$ cat config.mk
export PLATFORM = sky130hd
export DESIGN_NAME = expression_lexer_flat
export DESIGN_NICKNAME = d
export VERILOG_FILES = /design/src/rtl/exl_pkg.sv /design/src/rtl/exl_in_if.sv /design/src/rtl/exl_out_if.sv /design/src/rtl/expression_lexer.sv /design/src/rtl/exl_scan.sv /design/src/rtl/exl_queue.sv /design/src/flat_wrapper.sv
export SDC_FILE = /design/constraint.sdc
export NUM_CORES = 2
export LEC_CHECK = 0
export BUFFER_PORTS_ARGS = -buffer_cell sky130_fd_sc_hd__buf_2
export CORE_MARGIN = 2
export CORE_UTILIZATION = 64
export DETAILED_ROUTE_END_ITERATION = 8
export GPL_TIMING_DRIVEN = 1
export PLACE_DENSITY = 0.81
export SLEW_MARGIN = 0
export SYNTH_ARGS = -nofsm -noshare
export SYNTH_HDL_FRONTEND = slang
export SYNTH_SLANG_ARGS = --single-unit
export TNS_END_PERCENT = 50
$ cat constraint.sdc
create_clock -name clk -period 8.9 [get_ports clk]
set_input_delay 0.445 -clock clk [delete_from_list [all_inputs] [get_ports clk]]
set_output_delay 0.445 -clock clk [all_outputs]
set_load 0.005 [all_outputs]
$ cat src/rtl/exl_pkg.sv
// Shared types and constants for the expression lexer.
package exl_pkg;

    localparam int unsigned SLOTS     = 4;
    localparam int unsigned QDEPTH    = 8;
    localparam int unsigned QPTR_W    = $clog2(QDEPTH);
    localparam int unsigned MAX_STEP  = 3;

    typedef enum logic [3:0] {
        KIND_END    = 4'd0,
        KIND_NUM    = 4'd1,
        KIND_IDENT  = 4'd2,
        KIND_STR    = 4'd3,
        KIND_IF     = 4'd4,
        KIND_VAR    = 4'd5,
        KIND_ELSE   = 4'd6,
        KIND_SINGLE = 4'd7,
        KIND_DOUBLE = 4'd8,
        KIND_ERR    = 4'd9
    } tok_kind_t;

    localparam logic [7:0] OP_LE   = 8'd0;
    localparam logic [7:0] OP_SHL  = 8'd1;
    localparam logic [7:0] OP_GE   = 8'd2;
    localparam logic [7:0] OP_SHR  = 8'd3;
    localparam logic [7:0] OP_NE   = 8'd4;
    localparam logic [7:0] OP_EQ   = 8'd5;
    localparam logic [7:0] OP_LAND = 8'd6;
    localparam logic [7:0] OP_LOR  = 8'd7;

    localparam logic [7:0] ERR_STRING = 8'd0;
    localparam logic [7:0] ERR_HEX    = 8'd1;

    localparam logic [7:0]  CTRL_LIMIT = 8'h20;
    localparam logic [31:0] KW_IF      = 32'h0000_6966;
    localparam logic [31:0] KW_VAR     = 32'h0076_6172;
    localparam logic [31:0] KW_ELSE    = 32'h656C_7365;

    typedef struct packed {
        tok_kind_t   kind;
        logic [7:0]  code;
        logic [15:0] start_ofs;
        logic [15:0] end_ofs;
        logic [63:0] value;
        logic [15:0] line;
        logic        run_last;
    } res_t;

endpackage

$ cat src/rtl/exl_in_if.sv
// Input channel: one text byte per transfer.
interface exl_in_if;
    logic       valid;
    logic       ready;
    logic [7:0] text_byte;
    logic       end_of_text;

    modport source (output valid, output text_byte, output end_of_text, input ready);
    modport sink (input valid, input text_byte, input end_of_text, output ready);
endinterface

$ cat src/rtl/exl_out_if.sv
// Output channel: one token per transfer.
interface exl_out_if;
    logic        valid;
    logic        ready;
    logic [3:0]  token_kind;
    logic [7:0]  token_code;
    logic [15:0] start_offset;
    logic [15:0] end_offset;
    logic [63:0] number_value;
    logic [15:0] line_number;
    logic        run_last;

    modport source (output valid, output token_kind, output token_code,
                    output start_offset, output end_offset, output number_value,
                    output line_number, output run_last, input ready);
    modport sink (input valid, input token_kind, input token_code,
                  input start_offset, input end_offset, input number_value,
                  input line_number, input run_last, output ready);
endinterface

$ cat src/rtl/expression_lexer.sv
// Expression lexer top level: input register, scan step and result queue.
//
// Streaming tokenizer for C-style expression text, one byte per transfer, the
// final byte of a text flagged by end_of_text. Each accepted byte is held in
// an input register and scanned from there once the queue has room; its tokens
// (zero to three) land in an eight-entry result queue that drives the output
// channel. A token normally appears once the byte after it arrives. Input runs
// at one byte per cycle while the output keeps up; the output port gives one
// token per cycle while the receiver is ready, one transfer for each token of a
// byte, and the input stalls only when the queue holds more than five tokens.
// Byte offsets count modulo MAX_TEXT_BYTES and are reported as their low 16
// bits. After an error no further tokens appear until the final byte of the
// text, where all state returns to its reset values.
module expression_lexer
    import exl_pkg::*;
#(
    parameter int unsigned MAX_TEXT_BYTES = 65536
)
(
    input logic       clk,
    input logic       rst_n,
    exl_in_if.sink    text_in,
    exl_out_if.source token_out
);

    logic             in_valid_reg;
    logic [7:0]       in_byte_reg;
    logic             in_last_reg;
    logic             step;
    logic             room;
    res_t             slot [SLOTS];
    logic [SLOTS-1:0] slot_valid;
    res_t             head;

    assign step          = in_valid_reg && room;
    assign text_in.ready = !in_valid_reg || room;

    always_ff @(posedge clk or negedge rst_n)
    begin
        if (!rst_n)
        begin
            in_valid_reg <= 1'b0;
        end
        else if (text_in.ready)
        begin
            in_valid_reg <= text_in.valid;
        end
    end

    always_ff @(posedge clk)
    begin
        if (text_in.ready && text_in.valid)
        begin
            in_byte_reg <= text_in.text_byte;
            in_last_reg <= text_in.end_of_text;
        end
    end

    exl_scan #(
        .MAX_TEXT_BYTES (MAX_TEXT_BYTES)
    ) u_scan (
        .clk         (clk),
        .rst_n       (rst_n),
        .step        (step),
        .text_byte   (in_byte_reg),
        .end_of_text (in_last_reg),
        .slot        (slot),
        .slot_valid  (slot_valid)
    );

    exl_queue u_queue (
        .clk        (clk),
        .rst_n      (rst_n),
        .push       (step),
        .slot       (slot),
        .slot_valid (slot_valid),
        .room       (room),
        .out_valid  (token_out.valid),
        .out_ready  (token_out.ready),
        .out_data   (head)
    );

    assign token_out.token_kind   = head.kind;
    assign token_out.token_code   = head.code;
    assign token_out.start_offset = head.start_ofs;
    assign token_out.end_offset   = head.end_ofs;
    assign token_out.number_value = head.value;
    assign token_out.line_number  = head.line;
    assign token_out.run_last     = head.run_last;

endmodule

$ cat src/rtl/exl_scan.sv
// Lexer state and the per-byte scan step filling up to three of its four token slots.
module exl_scan
    import exl_pkg::*;
#(
    parameter int unsigned MAX_TEXT_BYTES = 65536
)
(
    input  logic             clk,
    input  logic             rst_n,
    input  logic             step,
    input  logic [7:0]       text_byte,
    input  logic             end_of_text,
    output res_t             slot [SLOTS],
    output logic [SLOTS-1:0] slot_valid
);

    localparam int unsigned OFS_W = $clog2(MAX_TEXT_BYTES);
    localparam logic [OFS_W-1:0] OFS_LAST = OFS_W'(MAX_TEXT_BYTES - 1);

    typedef enum logic [3:0] {
        MODE_IDLE,
        MODE_SLASH,
        MODE_LINE,
        MODE_BLOCK,
        MODE_STAR,
        MODE_STRING,
        MODE_ESC,
        MODE_ZERO,
        MODE_HEXS,
        MODE_HEX,
        MODE_DEC,
        MODE_IDENT,
        MODE_OP
    } scan_mode_t;

    scan_mode_t       mode_reg, mode_next;
    logic [7:0]       held_reg, held_next;
    logic [OFS_W-1:0] offset_reg, offset_next;
    logic [OFS_W-1:0] tstart_reg, tstart_next;
    logic [63:0]      acc_reg, acc_next;
    logic [31:0]      prefix_reg, prefix_next;
    logic [2:0]       ilen_reg, ilen_next;
    logic [15:0]      line_reg, line_next;
    logic             halted_reg, halted_next;
    logic [15:0]      tline_reg, tline_next;

    res_t             slot_c [SLOTS];
    logic [SLOTS-1:0] valid_c;

    function automatic logic [15:0] to16(input logic [OFS_W-1:0] x);
        logic [OFS_W+15:0] w;
        w = (OFS_W + 16)'(x);
        return w[15:0];
    endfunction

    function automatic logic is_digit(input logic [7:0] c);
        return (c >= "0") && (c <= "9");
    endfunction

    function automatic logic is_alpha(input logic [7:0] c);
        return (c == "@") || (c == "_") || ((c >= "A") && (c <= "Z"))
            || ((c >= "a") && (c <= "z"));
    endfunction

    function automatic logic is_hex(input logic [7:0] c);
        return is_digit(c) || ((c >= "A") && (c <= "F")) || ((c >= "a") && (c <= "f"));
    endfunction

    function automatic logic [3:0] hex_digit(input logic [7:0] c);
        logic [7:0] d;
        d = 8'd0;
        if (is_digit(c))
        begin
            d = c - "0";
        end
        else if ((c >= "A") && (c <= "F"))
        begin
            d = c - "A" + 8'd10;
        end
        else if ((c >= "a") && (c <= "f"))
        begin
            d = c - "a" + 8'd10;
        end
        return d[3:0];
    endfunction

    function automatic logic is_op_char(input logic [7:0] c);
        return (c == "<") || (c == ">") || (c == "!") || (c == "=") || (c == "&")
            || (c == "|");
    endfunction

    function automatic logic [8:0] pair_code(input logic [7:0] a, input logic [7:0] b);
        logic [8:0] r;
        r = 9'd0;
        if ((a == "<") && (b == "="))      r = {1'b1, OP_LE};
        else if ((a == "<") && (b == "<")) r = {1'b1, OP_SHL};
        else if ((a == ">") && (b == "=")) r = {1'b1, OP_GE};
        else if ((a == ">") && (b == ">")) r = {1'b1, OP_SHR};
        else if ((a == "!") && (b == "=")) r = {1'b1, OP_NE};
        else if ((a == "=") && (b == "=")) r = {1'b1, OP_EQ};
        else if ((a == "&") && (b == "&")) r = {1'b1, OP_LAND};
        else if ((a == "|") && (b == "|")) r = {1'b1, OP_LOR};
        return r;
    endfunction

    function automatic tok_kind_t ident_kind(input logic [31:0] p, input logic [2:0] n);
        tok_kind_t k;
        k = KIND_IDENT;
        if ((n == 3'd2) && (p == KW_IF))        k = KIND_IF;
        else if ((n == 3'd3) && (p == KW_VAR))  k = KIND_VAR;
        else if ((n == 3'd4) && (p == KW_ELSE)) k = KIND_ELSE;
        return k;
    endfunction

    function automatic res_t mk(input tok_kind_t k, input logic [7:0] code,
                                input logic [OFS_W-1:0] s, input logic [OFS_W-1:0] e,
                                input logic [63:0] v, input logic [15:0] ln);
        res_t r;
        r.kind      = k;
        r.code      = code;
        r.start_ofs = to16(s);
        r.end_ofs   = to16(e);
        r.value     = v;
        r.line      = ln;
        r.run_last  = 1'b0;
        return r;
    endfunction

    always_comb
    begin
        logic [OFS_W-1:0] pos;
        logic [OFS_W-1:0] nxt;
        logic [7:0]       c;
        logic             fall;
        logic             bump;
        logic [8:0]       pc;
        logic [63:0]      dec_val;
        logic             later;

        c    = text_byte;
        pos  = offset_reg;
        nxt  = (offset_reg == OFS_LAST) ? '0 : offset_reg + 1'b1;
        fall = 1'b0;
        bump = 1'b0;
        pc   = pair_code(held_reg, c);
        dec_val = {acc_reg[60:0], 3'b000} + {acc_reg[62:0], 1'b0} + 64'(c - "0");

        mode_next   = mode_reg;
        held_next   = held_reg;
        tstart_next = tstart_reg;
        acc_next    = acc_reg;
        prefix_next = prefix_reg;
        ilen_next   = ilen_reg;
        halted_next = halted_reg;
        tline_next  = tline_reg;
        offset_next = nxt;
        valid_c     = '0;
        for (int i = 0; i < SLOTS; i++)
        begin
            slot_c[i] = mk(KIND_END, 8'd0, '0, '0, 64'd0, 16'd0);
        end

        if (!halted_reg)
        begin
            unique case (mode_reg)
                MODE_IDLE:
                begin
                    fall = 1'b1;
                end
                MODE_SLASH:
                begin
                    if (c == "/")
                    begin
                        mode_next = MODE_LINE;
                    end
                    else if (c == "*")
                    begin
                        mode_next = MODE_BLOCK;
                    end
                    else
                    begin
                        slot_c[0]  = mk(KIND_SINGLE, "/", tstart_reg, pos, 64'd0, tline_reg);
                        valid_c[0] = 1'b1;
                        fall       = 1'b1;
                    end
                end
                MODE_LINE:
                begin
                    if (c == "\n")
                    begin
                        bump      = 1'b1;
                        mode_next = MODE_IDLE;
                    end
                end
                MODE_BLOCK:
                begin
                    if (c == "*")
                    begin
                        mode_next = MODE_STAR;
                    end
                    else if (c == "\n")
                    begin
                        bump = 1'b1;
                    end
                end
                MODE_STAR:
                begin
                    if (c == "/")
                    begin
                        mode_next = MODE_IDLE;
                    end
                    else if (c != "*")
                    begin
                        bump      = (c == "\n");
                        mode_next = MODE_BLOCK;
                    end
                end
                MODE_STRING:
                begin
                    if (c == "\"")
                    begin
                        slot_c[1]  = mk(KIND_STR, 8'd0, tstart_reg, pos, 64'd0, tline_reg);
                        valid_c[1] = 1'b1;
                        mode_next  = MODE_IDLE;
                    end
                    else if (c == "\\")
                    begin
                        mode_next = MODE_ESC;
                    end
                    else if (c == "\n")
                    begin
                        bump = 1'b1;
                    end
                    else if ((c < CTRL_LIMIT) && (c != "\r") && (c != "\t"))
                    begin
                        slot_c[1]   = mk(KIND_ERR, ERR_STRING, tstart_reg, pos, 64'd0,
                                         tline_reg);
                        valid_c[1]  = 1'b1;
                        halted_next = 1'b1;
                    end
                end
                MODE_ESC:
                begin
                    bump      = (c == "\n");
                    mode_next = MODE_STRING;
                end
                MODE_HEXS:
                begin
                    if (is_hex(c))
                    begin
                        acc_next  = 64'(hex_digit(c));
                        mode_next = MODE_HEX;
                    end
                    else
                    begin
                        slot_c[1]   = mk(KIND_ERR, ERR_HEX, tstart_reg, pos, 64'd0, tline_reg);
                        valid_c[1]  = 1'b1;
                        halted_next = 1'b1;
                    end
                end
                MODE_HEX:
                begin
                    if (is_hex(c))
                    begin
                        acc_next = {acc_reg[59:0], hex_digit(c)};
                    end
                    else
                    begin
                        slot_c[0]  = mk(KIND_NUM, 8'd0, tstart_reg, pos, acc_reg, tline_reg);
                        valid_c[0] = 1'b1;
                        fall       = 1'b1;
                    end
                end
                MODE_ZERO, MODE_DEC:
                begin
                    if ((mode_reg == MODE_ZERO) && ((c == "x") || (c == "X")))
                    begin
                        mode_next = MODE_HEXS;
                    end
                    else if (is_digit(c))
                    begin
                        acc_next  = dec_val;
                        mode_next = MODE_DEC;
                    end
                    else
                    begin
                        slot_c[0]  = mk(KIND_NUM, 8'd0, tstart_reg, pos, acc_reg, tline_reg);
                        valid_c[0] = 1'b1;
                        fall       = 1'b1;
                    end
                end
                MODE_IDENT:
                begin
                    if (is_alpha(c) || is_digit(c))
                    begin
                        if (ilen_reg < 3'd4)
                        begin
                            prefix_next = {prefix_reg[23:0], c};
                        end
                        if (ilen_reg < 3'd5)
                        begin
                            ilen_next = ilen_reg + 3'd1;
                        end
                    end
                    else
                    begin
                        slot_c[0]  = mk(ident_kind(prefix_reg, ilen_reg), 8'd0, tstart_reg, pos,
                                        64'd0, tline_reg);
                        valid_c[0] = 1'b1;
                        fall       = 1'b1;
                    end
                end
                MODE_OP:
                begin
                    if (pc[8])
                    begin
                        slot_c[1]  = mk(KIND_DOUBLE, pc[7:0], tstart_reg, nxt, 64'd0, tline_reg);
                        valid_c[1] = 1'b1;
                        mode_next  = MODE_IDLE;
                    end
                    else
                    begin
                        slot_c[0]  = mk(KIND_SINGLE, held_reg, tstart_reg, pos, 64'd0,
                                        tline_reg);
                        valid_c[0] = 1'b1;
                        fall       = 1'b1;
                    end
                end
                default:
                begin
                    fall = 1'b1;
                end
            endcase

            // byte starts a fresh token (or is skipped)
            if (fall)
            begin
                mode_next = MODE_IDLE;
                if ((c == " ") || (c == "\t") || (c == "\r"))
                begin
                    mode_next = MODE_IDLE;
                end
                else if (c == "\n")
                begin
                    bump = 1'b1;
                end
                else
                begin
                    tstart_next = pos;
                    tline_next  = line_reg;
                    if (c == "/")
                    begin
                        mode_next = MODE_SLASH;
                    end
                    else if (c == "\"")
                    begin
                        tstart_next = nxt;
                        mode_next   = MODE_STRING;
                    end
                    else if (c == "0")
                    begin
                        acc_next  = 64'd0;
                        mode_next = MODE_ZERO;
                    end
                    else if (is_digit(c))
                    begin
                        acc_next  = 64'(c - "0");
                        mode_next = MODE_DEC;
                    end
                    else if (is_alpha(c))
                    begin
                        prefix_next = 32'(c);
                        ilen_next   = 3'd1;
                        mode_next   = MODE_IDENT;
                    end
                    else if (is_op_char(c))
                    begin
                        held_next = c;
                        mode_next = MODE_OP;
                    end
                    else
                    begin
                        slot_c[1]  = mk(KIND_SINGLE, c, pos, nxt, 64'd0, line_reg);
                        valid_c[1] = 1'b1;
                    end
                end
            end

            line_next = (bump && (line_reg != 16'hFFFF)) ? line_reg + 16'd1 : line_reg;

            // end of text: flush pending token, then the end token
            if (end_of_text && !halted_next)
            begin
                unique case (mode_next)
                    MODE_SLASH:
                    begin
                        slot_c[2]  = mk(KIND_SINGLE, "/", tstart_next, nxt, 64'd0, tline_next);
                        valid_c[2] = 1'b1;
                    end
                    MODE_STRING, MODE_ESC:
                    begin
                        slot_c[2]   = mk(KIND_ERR, ERR_STRING, tstart_next, nxt, 64'd0,
                                         tline_next);
                        valid_c[2]  = 1'b1;
                        halted_next = 1'b1;
                    end
                    MODE_HEXS:
                    begin
                        slot_c[2]   = mk(KIND_ERR, ERR_HEX, tstart_next, nxt, 64'd0, tline_next);
                        valid_c[2]  = 1'b1;
                        halted_next = 1'b1;
                    end
                    MODE_ZERO, MODE_HEX, MODE_DEC:
                    begin
                        slot_c[2]  = mk(KIND_NUM, 8'd0, tstart_next, nxt, acc_next, tline_next);
                        valid_c[2] = 1'b1;
                    end
                    MODE_IDENT:
                    begin
                        slot_c[2]  = mk(ident_kind(prefix_next, ilen_next), 8'd0, tstart_next,
                                        nxt, 64'd0, tline_next);
                        valid_c[2] = 1'b1;
                    end
                    MODE_OP:
                    begin
                        slot_c[2]  = mk(KIND_SINGLE, held_next, tstart_next, nxt, 64'd0,
                                        tline_next);
                        valid_c[2] = 1'b1;
                    end
                    default:
                    begin
                        valid_c[2] = 1'b0;
                    end
                endcase
                if (!halted_next)
                begin
                    slot_c[3]  = mk(KIND_END, 8'd0, nxt, nxt, 64'd0, line_next);
                    valid_c[3] = 1'b1;
                end
            end
        end
        else
        begin
            line_next = line_reg;
        end

        for (int i = 0; i < SLOTS; i++)
        begin
            later = 1'b0;
            for (int j = i + 1; j < SLOTS; j++)
            begin
                later = later | valid_c[j];
            end
            slot_c[i].run_last = valid_c[i] & ~later;
        end

        if (end_of_text)
        begin
            mode_next   = MODE_IDLE;
            held_next   = 8'd0;
            offset_next = '0;
            tstart_next = '0;
            acc_next    = 64'd0;
            prefix_next = 32'd0;
            ilen_next   = 3'd0;
            line_next   = 16'd1;
            halted_next = 1'b0;
            tline_next  = 16'd1;
        end
    end

    always_ff @(posedge clk or negedge rst_n)
    begin
        if (!rst_n)
        begin
            mode_reg   <= MODE_IDLE;
            held_reg   <= 8'd0;
            offset_reg <= '0;
            tstart_reg <= '0;
            acc_reg    <= 64'd0;
            prefix_reg <= 32'd0;
            ilen_reg   <= 3'd0;
            line_reg   <= 16'd1;
            halted_reg <= 1'b0;
            tline_reg  <= 16'd1;
        end
        else if (step)
        begin
            mode_reg   <= mode_next;
            held_reg   <= held_next;
            offset_reg <= offset_next;
            tstart_reg <= tstart_next;
            acc_reg    <= acc_next;
            prefix_reg <= prefix_next;
            ilen_reg   <= ilen_next;
            line_reg   <= line_next;
            halted_reg <= halted_next;
            tline_reg  <= tline_next;
        end
    end

    assign slot       = slot_c;
    assign slot_valid = valid_c;

endmodule

$ cat src/rtl/exl_queue.sv
// Result queue: takes up to four tokens per cycle in slot order, gives one per cycle while out_ready is high.
module exl_queue
    import exl_pkg::*;
(
    input  logic             clk,
    input  logic             rst_n,
    input  logic             push,
    input  res_t             slot [SLOTS],
    input  logic [SLOTS-1:0] slot_valid,
    output logic             room,
    output logic             out_valid,
    input  logic             out_ready,
    output res_t             out_data
);

    localparam int unsigned CNT_W = $clog2(QDEPTH + 1);

    res_t              mem_reg [QDEPTH];
    logic [QPTR_W-1:0] wr_ptr_reg, wr_ptr_next;
    logic [QPTR_W-1:0] rd_ptr_reg, rd_ptr_next;
    logic [CNT_W-1:0]  count_reg, count_next;
    logic [QPTR_W-1:0] wr_pos [SLOTS];
    logic [CNT_W-1:0]  n_push;
    logic              pop;

    always_comb
    begin
        logic [CNT_W-1:0] acc;
        acc = '0;
        for (int i = 0; i < SLOTS; i++)
        begin
            wr_pos[i] = wr_ptr_reg + QPTR_W'(acc);
            acc       = acc + CNT_W'(slot_valid[i]);
        end
        n_push = push ? acc : '0;
    end

    assign pop         = out_valid && out_ready;
    assign wr_ptr_next = wr_ptr_reg + QPTR_W'(n_push);
    assign rd_ptr_next = rd_ptr_reg + QPTR_W'(pop);
    assign count_next  = count_reg + n_push - CNT_W'(pop);
    assign room        = count_reg <= CNT_W'(QDEPTH - MAX_STEP);
    assign out_valid   = count_reg != '0;
    assign out_data    = mem_reg[rd_ptr_reg];

    always_ff @(posedge clk)
    begin
        if (push)
        begin
            for (int i = 0; i < SLOTS; i++)
            begin
                if (slot_valid[i])
                begin
                    mem_reg[wr_pos[i]] <= slot[i];
                end
            end
        end
    end

    always_ff @(posedge clk or negedge rst_n)
    begin
        if (!rst_n)
        begin
            wr_ptr_reg <= '0;
            rd_ptr_reg <= '0;
            count_reg  <= '0;
        end
        else
        begin
            wr_ptr_reg <= wr_ptr_next;
            rd_ptr_reg <= rd_ptr_next;
            count_reg  <= count_next;
        end
    end

endmodule

$ cat src/flat_wrapper.sv
// flat-port wrapper written by rule: the top's interface ports become plain ports
module expression_lexer_flat import exl_pkg::*;
#(
    parameter int unsigned MAX_TEXT_BYTES = 65536
)
  (clk, rst_n, text_in_valid, text_in_text_byte, text_in_end_of_text, text_in_ready, token_out_valid, token_out_token_kind, token_out_token_code, token_out_start_offset, token_out_end_offset, token_out_number_value, token_out_line_number, token_out_run_last, token_out_ready);
  exl_in_if text_in_i ();
  exl_out_if token_out_i ();
  input logic clk;
  input logic rst_n;
  input wire logic [$bits(text_in_i.valid)-1:0] text_in_valid;
  input wire logic [$bits(text_in_i.text_byte)-1:0] text_in_text_byte;
  input wire logic [$bits(text_in_i.end_of_text)-1:0] text_in_end_of_text;
  output wire logic [$bits(text_in_i.ready)-1:0] text_in_ready;
  output wire logic [$bits(token_out_i.valid)-1:0] token_out_valid;
  output wire logic [$bits(token_out_i.token_kind)-1:0] token_out_token_kind;
  output wire logic [$bits(token_out_i.token_code)-1:0] token_out_token_code;
  output wire logic [$bits(token_out_i.start_offset)-1:0] token_out_start_offset;
  output wire logic [$bits(token_out_i.end_offset)-1:0] token_out_end_offset;
  output wire logic [$bits(token_out_i.number_value)-1:0] token_out_number_value;
  output wire logic [$bits(token_out_i.line_number)-1:0] token_out_line_number;
  output wire logic [$bits(token_out_i.run_last)-1:0] token_out_run_last;
  input wire logic [$bits(token_out_i.ready)-1:0] token_out_ready;
  assign text_in_i.valid = text_in_valid;
  assign text_in_i.text_byte = text_in_text_byte;
  assign text_in_i.end_of_text = text_in_end_of_text;
  assign text_in_ready = text_in_i.ready;
  assign token_out_valid = token_out_i.valid;
  assign token_out_token_kind = token_out_i.token_kind;
  assign token_out_token_code = token_out_i.token_code;
  assign token_out_start_offset = token_out_i.start_offset;
  assign token_out_end_offset = token_out_i.end_offset;
  assign token_out_number_value = token_out_i.number_value;
  assign token_out_line_number = token_out_i.line_number;
  assign token_out_run_last = token_out_i.run_last;
  assign token_out_i.ready = token_out_ready;
  expression_lexer #(.MAX_TEXT_BYTES(MAX_TEXT_BYTES)) u_core (.clk(clk), .rst_n(rst_n), .text_in(text_in_i), .token_out(token_out_i));
endmodule
==> out/results.tsv <==
stage	metric	value	unit
drt	route.detailed.drc	3	
critical_path	ff2ff_path_depth	23	
synthesis	postSynth.asyncResetShare	15.6	%
timing	final.setup.tns	0	ns
synthesis	synthesis.nets	8350	
critical_path	worst_r2r_endpoint	u_core.u_queue.mem_reg[7][10]	
floorplanning	ioPinCount	140	
drt	drtIter0Drc	10800	
timing	fin_crit_sh	89.8	%
drt	detail_route.vias_per_cell	7.48	
status	status	finished, violations left	
cts	cts_hold_buffers	11	
drt	wl	269	mm
run	max-cap-violations	0	
critical_path	timing_worst_setup_path_type	reg2reg	
critical_path	worst_r2r_startpoint	u_core.in_byte_reg[4]	
synthesis	yosysWarnings	0	
global_route	antenna_violations_before_repair	7	
status	failed_checks	design-rule violations	
synthesis	syn_avg_cell_area	8.89	µm²
placed_design	detailed_place_hpwl	161	mm
timing	fmax	0.125	GHz
critical_path	critPathMaxFanout	30	
cts	post_cts_buffers	0	
synthesis	yosysSeqAreaShare	39.7	%
placed_design	detailedPlace.worstSlack	1.17	ns
global_route	grt_max_degree	158	
synthesis	post_synth_inst_count	8179	
cts	cts.sinks	1196	
critical_path	critical_path_required	9.37	ns
timing	min_period	8.00	ns
global_route	gr-usage-all-layers	45.2	%
final_layout	synthToLayoutAreaGrowth	7.41	%
pwr	areal_power_density_over_the_cells	371	mW/mm²
final_layout	multiInputGateArea	0.0406	mm²
cts	tritoncts	yes	
timing	timing.final.setup_violations	0	
pwr	cellLeakagePower	30.1	nW
cts	cts-htree-levels	4	
placed_design	finalWeightedCongestion	1.05	
critical_path	start_kind	flip-flop	
global_route	first_global_vias	68400	
global_route	grt_first_pass_wirelength	406	mm
timing	hold_vio_cnt_final	0	
floorplanning	die_area	0.116	mm²
final_layout	largest_register_ff_count	1000	
final_layout	fillers	8546	
timing	max_slew_margin	10.8	%
cts	worstSkewPairLatency	0.78	ns
synthesis	synth_enable_flop_cells	401	
cts	clk_pin_slew	0.06	ns
drt	num_vias	70100	
floorplanning	coreArea	0.113	mm²
floorplanning	die_boundary_height	341	µm
hold_path	hold_path_startpoint	token_out_ready	
floorplanning	rows	123	
final_layout	final_net_count	7936	
critical_path	worstSetupEndpointType	flip-flop	
critical_path	crit_arrival	8.47	ns
cts	num_cts_buffers	131	
hold_path	hold_path_class	in2reg	
timing	max_transition_viols_final	0	
global_route	grt_overflow_total	0	
cts	post_cts_resized	0	
pwr	power_total	29.0	mW
timing	post-route-worst-setup-slack	0.903	ns
pwr	peakVddDrop	0.000331	V
timing	tightestPinTransition	1.33	ns
timing	rsz_0062_raised_after_global_routing	false	
synthesis	yosys.cell_types.count	105	
critical_path	setup.worst_path.start	u_core.in_byte_reg[4]	
critical_path	r2r_setup_slk	0.90	ns
drt	antenna_violation_net_count_after_detailed_routing	0	
timing	worst_clock_skew	0.0349	ns
hold_path	timing.hold.worst_path_depth	3	
synthesis	synth_flop_cell	dfxtp_1	
drt	wl_per_cell	28.7	µm
hold_path	whs_endpoint	u_core.u_queue.rd_ptr_reg[0]	
cts	clock_tree.buffer_depth	3	
floorplanning	starting_density_of_the_core	64.6	%
floorplanning	die-width	341	µm
final_layout	final-instance-count-excl-fill	9381	
synthesis	syn-cell-area	0.0727	mm²
placed_design	buffer_ports.inserted	139	
final_layout	drive_gt1_share	12.7	%
synthesis	synth.ff_latch_count	1196	
cts	clockRootBuffer	clkbuf_16	
final_layout	seqCellArea	0.0289	mm²
placed_design	place_inst	9121	
drt	dr.pass1.iters	9	
-- placed cells by master, fill, tap and decap left out, drive strengths merged, types with 197 or more instances in the layout --
master and n:
a211oi 442, a21oi 629, buf 280, clkbuf 197, dfxtp 608, edfxtp 401
mux4 250, nand2 831, nor2 1169, o211ai 279, o21ai 753
-- synthesized netlist by cell type, types with 39 or more instances --
| library cell | number | area share, % |
|---|---|---|
| xnor2_1 | 52 | 0.63 |
| nand2_1 | 831 | 4.3 |
| nand3_1 | 127 | 0.87 |
| and2_1 | 67 | 0.58 |
| a211oi_1 | 441 | 4.6 |
| nand4_1 | 39 | 0.34 |
| mux2i_1 | 93 | 1.3 |
| nor3_1 | 162 | 1.1 |
| mux4_2 | 250 | 7.7 |
| buf_1 | 99 | 0.51 |
| xor2_1 | 41 | 0.49 |
| a21oi_1 | 626 | 4.3 |
| dfrtp_1 | 185 | 6.4 |
| mux2_2 | 172 | 2.7 |
| a21o_1 | 62 | 0.64 |
| fa_1 | 66 | 1.8 |
| inv_1 | 70 | 0.36 |
| dfxtp_1 | 608 | 17 |
| a311oi_1 | 43 | 0.52 |
| a22o_1 | 121 | 1.5 |
| clkbuf_1 | 580 | 3.0 |
| and3_1 | 40 | 0.34 |
| o211ai_1 | 279 | 2.9 |
| a31oi_1 | 86 | 0.74 |
| nor2_1 | 1161 | 6.0 |
| edfxtp_1 | 401 | 17 |
| buf_2 | 151 | 1.0 |
| ha_1 | 92 | 1.6 |
| o21ai_0 | 731 | 5.0 |
-- stage by stage --
| step | hold slack, ns | instance area [µm²] | util [%] |
|---|---|---|---|
| after floorplan | 0.149 | 72700 | - |
| after global placement | 0.451 | 73700 | 65.4 |
| after detailed placement | 0.463 | 73700 | 65.4 |
| after CTS | 0.0528 | 78100 | 69.3 |
| after global routing | 0.0906 | 78100 | 69.3 |
| final | 0.0666 | 78100 | 69.3 |
-- cells by family (layout without fill, tap and decap cells) --
kind of cell	Yosys count	count (layout)	share of synthesized area, %
buf+inv	911	606	5.00
other cells	0	7	0
simple gates	2600	2600	15.2
fa+ha+maj	158	158	3.40
compound gates	2704	2704	23.8
xor+xnor	93	93	1.12
flops	1196	1196	39.7
mux	517	517	11.7
-- worst max-delay path, stage by stage (launching register included) --
cell and delay [ns]:
edfxtp_1 0.65, ha_1 0.61, nand3_1 0.16, or4_1 0.58, o311ai_2 0.47, o21ba_2 0.30, o211a_4 0.30, a21boi_1 0.13
nor2_1 0.73, inv_1 0.22, ha_1 0.37, nand2_1 0.05, o21ai_0 0.11, ha_1 0.18, inv_1 0.05, fa_1 0.44
xnor2_1 0.33, nand2_1 0.20, nor2_1 0.27, a21boi_4 0.79, buf_12 0.31, nor2_1 0.08, o21ai_0 0.20, o21ai_0 0.15
-- report_power, final --
group / switching [mW] / internal (mW) / total, mW
combinational: 8.88 / 5.47 / 14.4
sequential: 1.34 / 7.75 / 9.09
clock: 2.38 / 3.17 / 5.55
total: 12.6 / 16.4 / 29.0
-- layout make-up --
class                   count  area share, %
flip-flops and latches   1196           37.0
clock inverters            45          0.556
clock buffers             197           4.95
inverters                  73          0.351
well taps                1500           2.40
diodes                      7         0.0224
repair buffers            291           2.69
multi-input cells        6072           52.0
-- how the worst max path moves through the flow --
stage / endpoint / cells after the start / slack [ns]
final: u_core.u_queue.mem_reg[7][10] / 23 / 0.90
after global routing: u_core.u_queue.mem_reg[7][6] / 23 / 0.56
after global placement: u_core.u_queue.mem_reg[2][95] / 18 / 1.38
after detailed placement: u_core.u_queue.mem_reg[2][95] / 18 / 1.17
after floorplan: u_core.u_queue.mem_reg[2][77] / 16 / 0.79
after CTS: u_core.u_queue.mem_reg[2][92] / 18 / 1.15
-- layer usage --
layer	GRT usage [%]	part of all wire [%]
met1	55.3	34
met2	69.3	44
met3	12.7	14
met4	31.9	7.8
met5	0	0.0063
No activity file was read; power rests on OpenSTA's default activity.
